## src/btrt_pkg.sv

```systemverilog
// ----------------------------------------------------------------------------
// btrt_pkg
// Shared types and constants for the binary trie route table.
// ----------------------------------------------------------------------------
package btrt_pkg;

  localparam int ADDR_BITS = 32;
  localparam int ABW       = 5;   // bit index width inside an address
  localparam int LEN_W     = 6;

  localparam logic [1:0] OP_INSERT = 2'd0;
  localparam logic [1:0] OP_DELETE = 2'd1;
  localparam logic [1:0] OP_LOOKUP = 2'd2;

  localparam logic [1:0] STAT_OK       = 2'd0;
  localparam logic [1:0] STAT_REJECT   = 2'd1;
  localparam logic [1:0] STAT_NOTFOUND = 2'd2;
  localparam logic [1:0] STAT_FULL     = 2'd3;

  typedef enum logic [1:0] {
    CMD_INSERT,
    CMD_DELETE,
    CMD_LOOKUP,
    CMD_REJECT
  } cmd_kind_e;

  typedef struct packed {
    cmd_kind_e              kind;
    logic [ADDR_BITS-1:0]   address;
    logic [LEN_W-1:0]       prefix_len;
    logic [31:0]            gateway;
  } btrt_cmd_t;

  typedef struct packed {
    logic      valid;
    btrt_cmd_t cmd;
  } btrt_queue_t;

  typedef enum logic [3:0] {
    S_CLEAR,
    S_IDLE,
    S_RD,
    S_EX,
    S_POP,
    S_POPW,
    S_FREE,
    S_GW,
    S_DONE
  } eng_state_e;

endpackage

```

## src/btrt_front.sv

```systemverilog
// ----------------------------------------------------------------------------
// btrt_front
// Accepts requests, classifies them and holds them in a two-entry queue.
// ----------------------------------------------------------------------------
module btrt_front (
  input  logic                      clk_i,
  input  logic                      rst_ni,
  input  logic                      in_valid_i,
  output logic                      in_stall_o,
  input  logic [1:0]                op_i,
  input  logic [btrt_pkg::ADDR_BITS-1:0] address_i,
  input  logic [btrt_pkg::LEN_W-1:0] prefix_len_i,
  input  logic [31:0]               gateway_in_i,
  output btrt_pkg::btrt_queue_t     queue_o,
  input  logic                      pop_i
);
  import btrt_pkg::*;

  btrt_cmd_t  entry_q [2];
  logic       wr_ptr_q, rd_ptr_q;
  logic [1:0] count_q;
  logic       push;
  logic       req_ok;
  btrt_cmd_t  cmd;

  always_comb begin
    req_ok = (address_i != '0) && (prefix_len_i != '0)
             && (prefix_len_i <= LEN_W'(ADDR_BITS));
    cmd.address    = address_i;
    cmd.prefix_len = prefix_len_i;
    cmd.gateway    = gateway_in_i;
    case (op_i)
      OP_INSERT: cmd.kind = req_ok ? CMD_INSERT : CMD_REJECT;
      OP_DELETE: cmd.kind = req_ok ? CMD_DELETE : CMD_REJECT;
      OP_LOOKUP: cmd.kind = CMD_LOOKUP;
      default:   cmd.kind = CMD_REJECT;
    endcase
  end

  assign in_stall_o    = count_q[1];
  assign push          = in_valid_i && !in_stall_o;
  assign queue_o.valid = count_q != 2'd0;
  assign queue_o.cmd   = entry_q[rd_ptr_q];

  always_ff @(posedge clk_i) begin
    if (push) begin
      entry_q[wr_ptr_q] <= cmd;
    end
  end

  always_ff @(posedge clk_i or negedge rst_ni) begin
    if (!rst_ni) begin
      wr_ptr_q <= 1'b0;
      rd_ptr_q <= 1'b0;
      count_q  <= 2'd0;
    end else begin
      if (push) begin
        wr_ptr_q <= !wr_ptr_q;
      end
      if (pop_i) begin
        rd_ptr_q <= !rd_ptr_q;
      end
      count_q <= count_q + 2'(push) - 2'(pop_i);
    end
  end

endmodule

```

## config.mk

```make
export PLATFORM = sky130hd
export DESIGN_NAME = btrt_front
export DESIGN_NICKNAME = d
export VERILOG_FILES = /design/src/btrt_pkg.sv /design/src/btrt_front.sv
export SDC_FILE = /design/constraint.sdc
export NUM_CORES = 1
export LEC_CHECK = 0
export BUFFER_PORTS_ARGS = -buffer_cell sky130_fd_sc_hd__buf_2
export CORE_MARGIN = 3
export CORE_UTILIZATION = 52
export CTS_CLUSTER_DIAMETER = 50
export DETAILED_ROUTE_END_ITERATION = 8
export PLACE_DENSITY = 0.79
export SETUP_SLACK_MARGIN = 0.1
export SKIP_LAST_GASP = 1
export SYNTH_ARGS = -nofsm -noshare
export SYNTH_HDL_FRONTEND = slang
export SYNTH_SLANG_ARGS = --single-unit
```

## constraint.sdc

```tcl
create_clock -name clk_i -period 5.3 [get_ports clk_i]
set_input_delay 0.265 -clock clk_i [delete_from_list [all_inputs] [get_ports clk_i]]
set_output_delay 0.265 -clock clk_i [all_outputs]
set_load 0.05 [all_outputs]
```

==> flow_summary.json <==
{
  "hold_viol": 0,
  "multi_input_area_sq_um": 1010,
  "clk_path_buf_depth": 2,
  "power_frac_seq": 0.391,
  "critPathTopFamily": "flip-flops",
  "worst-endpoint-arrival_ps": 2290,
  "grt_pass1_vias": 3300,
  "path_cells": "mux2_2 > buf_2",
  "fin_crit_ps": 2560,
  "crit_fanout": 73,
  "htree_levels": 4,
  "maxSlewViolCount": 0,
  "syn-num-nets": 335,
  "end_kind": "primary output",
  "synth_edf_count": 144,
  "p_clk_frac": 0.231,
  "cts_tree": "built",
  "r2r-end": "entry_q[1][44]",
  "drc": 0,
  "r2r_start": "count_q[1]",
  "min_path_type": "primary input to register",
  "status": "finished, final reports clean",
  "synth_area_per_cell_sq_um": 21.3,
  "chipWidth_microns": 109,
  "postRouteWirelength_microns": 11300,
  "synth-main-ff-cell": "edfxtp_1",
  "power_density_nw_per_um2": 572,
  "grt_pass1_wl_microns": 16900,
  "rows": 36,
  "cap_violations": 0,
  "clkSinkCount": 148,
  "first_iter_violations": 141,
  "gp_congestion": 0.745,
  "netSwitchingPower_mw": 1.76,
  "drtAntennaViolNets": 0,
  "fin_crit_sh": 0.483,
  "synthTopCellsByArea": "edfxtp_1, mux2_2, dfrtp_1, nor4_1, buf_2",
  "setup_violations": 0,
  "timing.critical_path.buf_inv": 1,
  "finClkSkew_ps": 8.75,
  "hpwl_microns": 6480,
  "die_area_sq_um": 11800,
  "fmax_mhz": 391,
  "syn_area_sq_um": 5470,
  "register_area_sq_um": 4430,
  "min_path_cells": 2,
  "initial_core_util": 0.547,
  "p_leak_nw": 2.85,
  "via_per_inst": 5.00,
  "first_pass_iters": 4,
  "rsz0062_at_grt": "no",
  "max_slew.worst_pin.slew_ps": 1060,
  "synth_common_cells": "edfxtp_1, mux2_2, nor4_1, buf_2, dfrtp_1",
  "hold_path_end": "entry_q[1][70]",
  "vias": 3188,
  "critical_path_class": "register to primary output",
  "slowest_stage": "dfrtp_4",
  "antenna_found_initial": 0,
  "insertion_delay_ps": 500,
  "hold_ws_ps": 51.3,
  "overflow": 0,
  "cpPeakStageDelay_ps": 1060,
  "core_area_sq_um": 10000,
  "dieHeight_microns": 109,
  "rr_worst_depth": 3,
  "post_drt_wl_per_cell_microns": 17.7,
  "synth_warnings": 0,
  "worstHoldStart": "op_i[0]",
  "areaGrowthSynthToFinish_pct": 39.1,
  "path_clk_slew_ps": 60,
  "p_comb_frac": 0.378,
  "grt_util_all_layers": 0.196,
  "grt_max_degree": 74,
  "required_ps": 5040,
  "slew_headroom": 0.293,
  "drive_gt1_frac": 0.506,
  "ys_seq_area_frac": 0.809,
  "fillers": 572,
  "ios": 150,
  "rrSetupSlack_ps": 2780,
  "tns_ps": 0,
  "cts_root_buffer": "clkbuf_8",
  "synth_cell_types": 19,
  "io_buffers": 149,
  "synth_top_area_frac": 0.791,
  "intPower_mw": 2.59,
  "netlist_instances": 257,
  "nets": 569,
  "ir_drop_uv": 318,
  "ys_ff_latch": 148,
  "cp-start-kind": "register",
  "p_sw_frac": 0.404,
  "numCtsBuffers": 17,
  "async_reset_ff_frac": 0.0270,
  "synth_most_common_cell": "edfxtp_1",
  "synth_top_cell_by_area": "edfxtp_1"
}
[per-layer routing]
layer,track usage,wire length [microns],up-vias
li1,-,-,1502
met3,0.0585,701,18
met5,0,0,-
met4,0.0775,160,0
met2,0.340,6000,137
met1,0.230,4430,1531
[registers in the layout (all words and copies together) (netlist names)]
register,flops
count_q,2
wr_ptr_q,1
rd_ptr_q,1
entry_q,144
[worst max-delay path by stage]
stage,startpoint,to,cells after the start
final,rd_ptr_q,queue_o[43],2
after global routing,count_q[1],entry_q[0][38],3
after CTS,count_q[1],entry_q[0][51],3
after detailed placement,count_q[1],entry_q[0][34],3
after global placement,count_q[1],entry_q[1][41],3
after floorplan,count_q[1],entry_q[0][0],2
[metrics by stage]
step                total power [mW]  cells  utilization  setup WS (ps)  area (sq um)
floorplan                       2.98    257            -            914          5470
global placement                3.30    533        0.638           2800          6370
detailed placement              3.32    533        0.638           2730          6370
CTS                             4.38    637        0.760           2720          7600
global route                    4.53    637        0.760           2600          7600
finish                          4.35    638        0.760           2740          7600
[kinds of logic after synthesis]
kind of cell | Yosys count | synth area share
flip-flops | 148 | 0.809
multiplexers | 72 | 0.148
AND/OR/NAND/NOR | 17 | 0.0188
buffers and inverters | 11 | 0.00915
XOR/XNOR | 4 | 0.00641
AO/OA/AOI/OAI | 3 | 0.00366
adder cells (fa/ha/maj) | 2 | 0.00458
[final cells by class]
| class | count | share of cell area |
|---|---|---|
| well taps | 133 | 0.0219 |
| inverters | 3 | 0.00148 |
| flip-flops and latches | 148 | 0.582 |
| clock buffers | 17 | 0.0545 |
| repair buffers | 223 | 0.195 |
| multi-input cells | 98 | 0.133 |
| clock inverters | 15 | 0.0120 |
| diodes | 1 | 0.000329 |
[repair_timing]
action / CTS / global route
resized for setup: 0 / 0
endpoints found under the setup margin: 0 / 0
buffers inserted: 0 / 0
hold buffers: 72 / 0
endpoints found under the hold margin: 145 / 0
[placed cells by master (no fill, tap or decap), types with 2 or more instances in the layout]
cell           Yosys  final
buf_2              7    149
buf_4              0      2
clkbuf_16          0     16
clkinv_1           0      4
clkinv_2           0      4
clkinvlp_4         0      4
dfrtp_1            4      3
dlygate4sd3_1      0     72
edfxtp_1         144    144
ha_1               2      2
inv_1              3      3
inv_6              0      2
mux2_2            72     72
nand2b_1           2      2
nand4_1            2      2
nor2_4             0      2
nor4_1             8      8
xnor2_1            3      3
[power groups by stage]
stage / Combinational, mW / Clock (mW) / Sequential (mW)
2_1_floorplan: 1.34 / 0 / 1.63
3_3_place_gp: 1.59 / 0 / 1.71
3_5_place_dp: 1.60 / 0 / 1.73
4_1_cts: 1.65 / 1.03 / 1.70
5_1_grt: 1.72 / 1.09 / 1.72
6_report: 1.64 / 1.01 / 1.70
(Power assumes the default switching activity.)
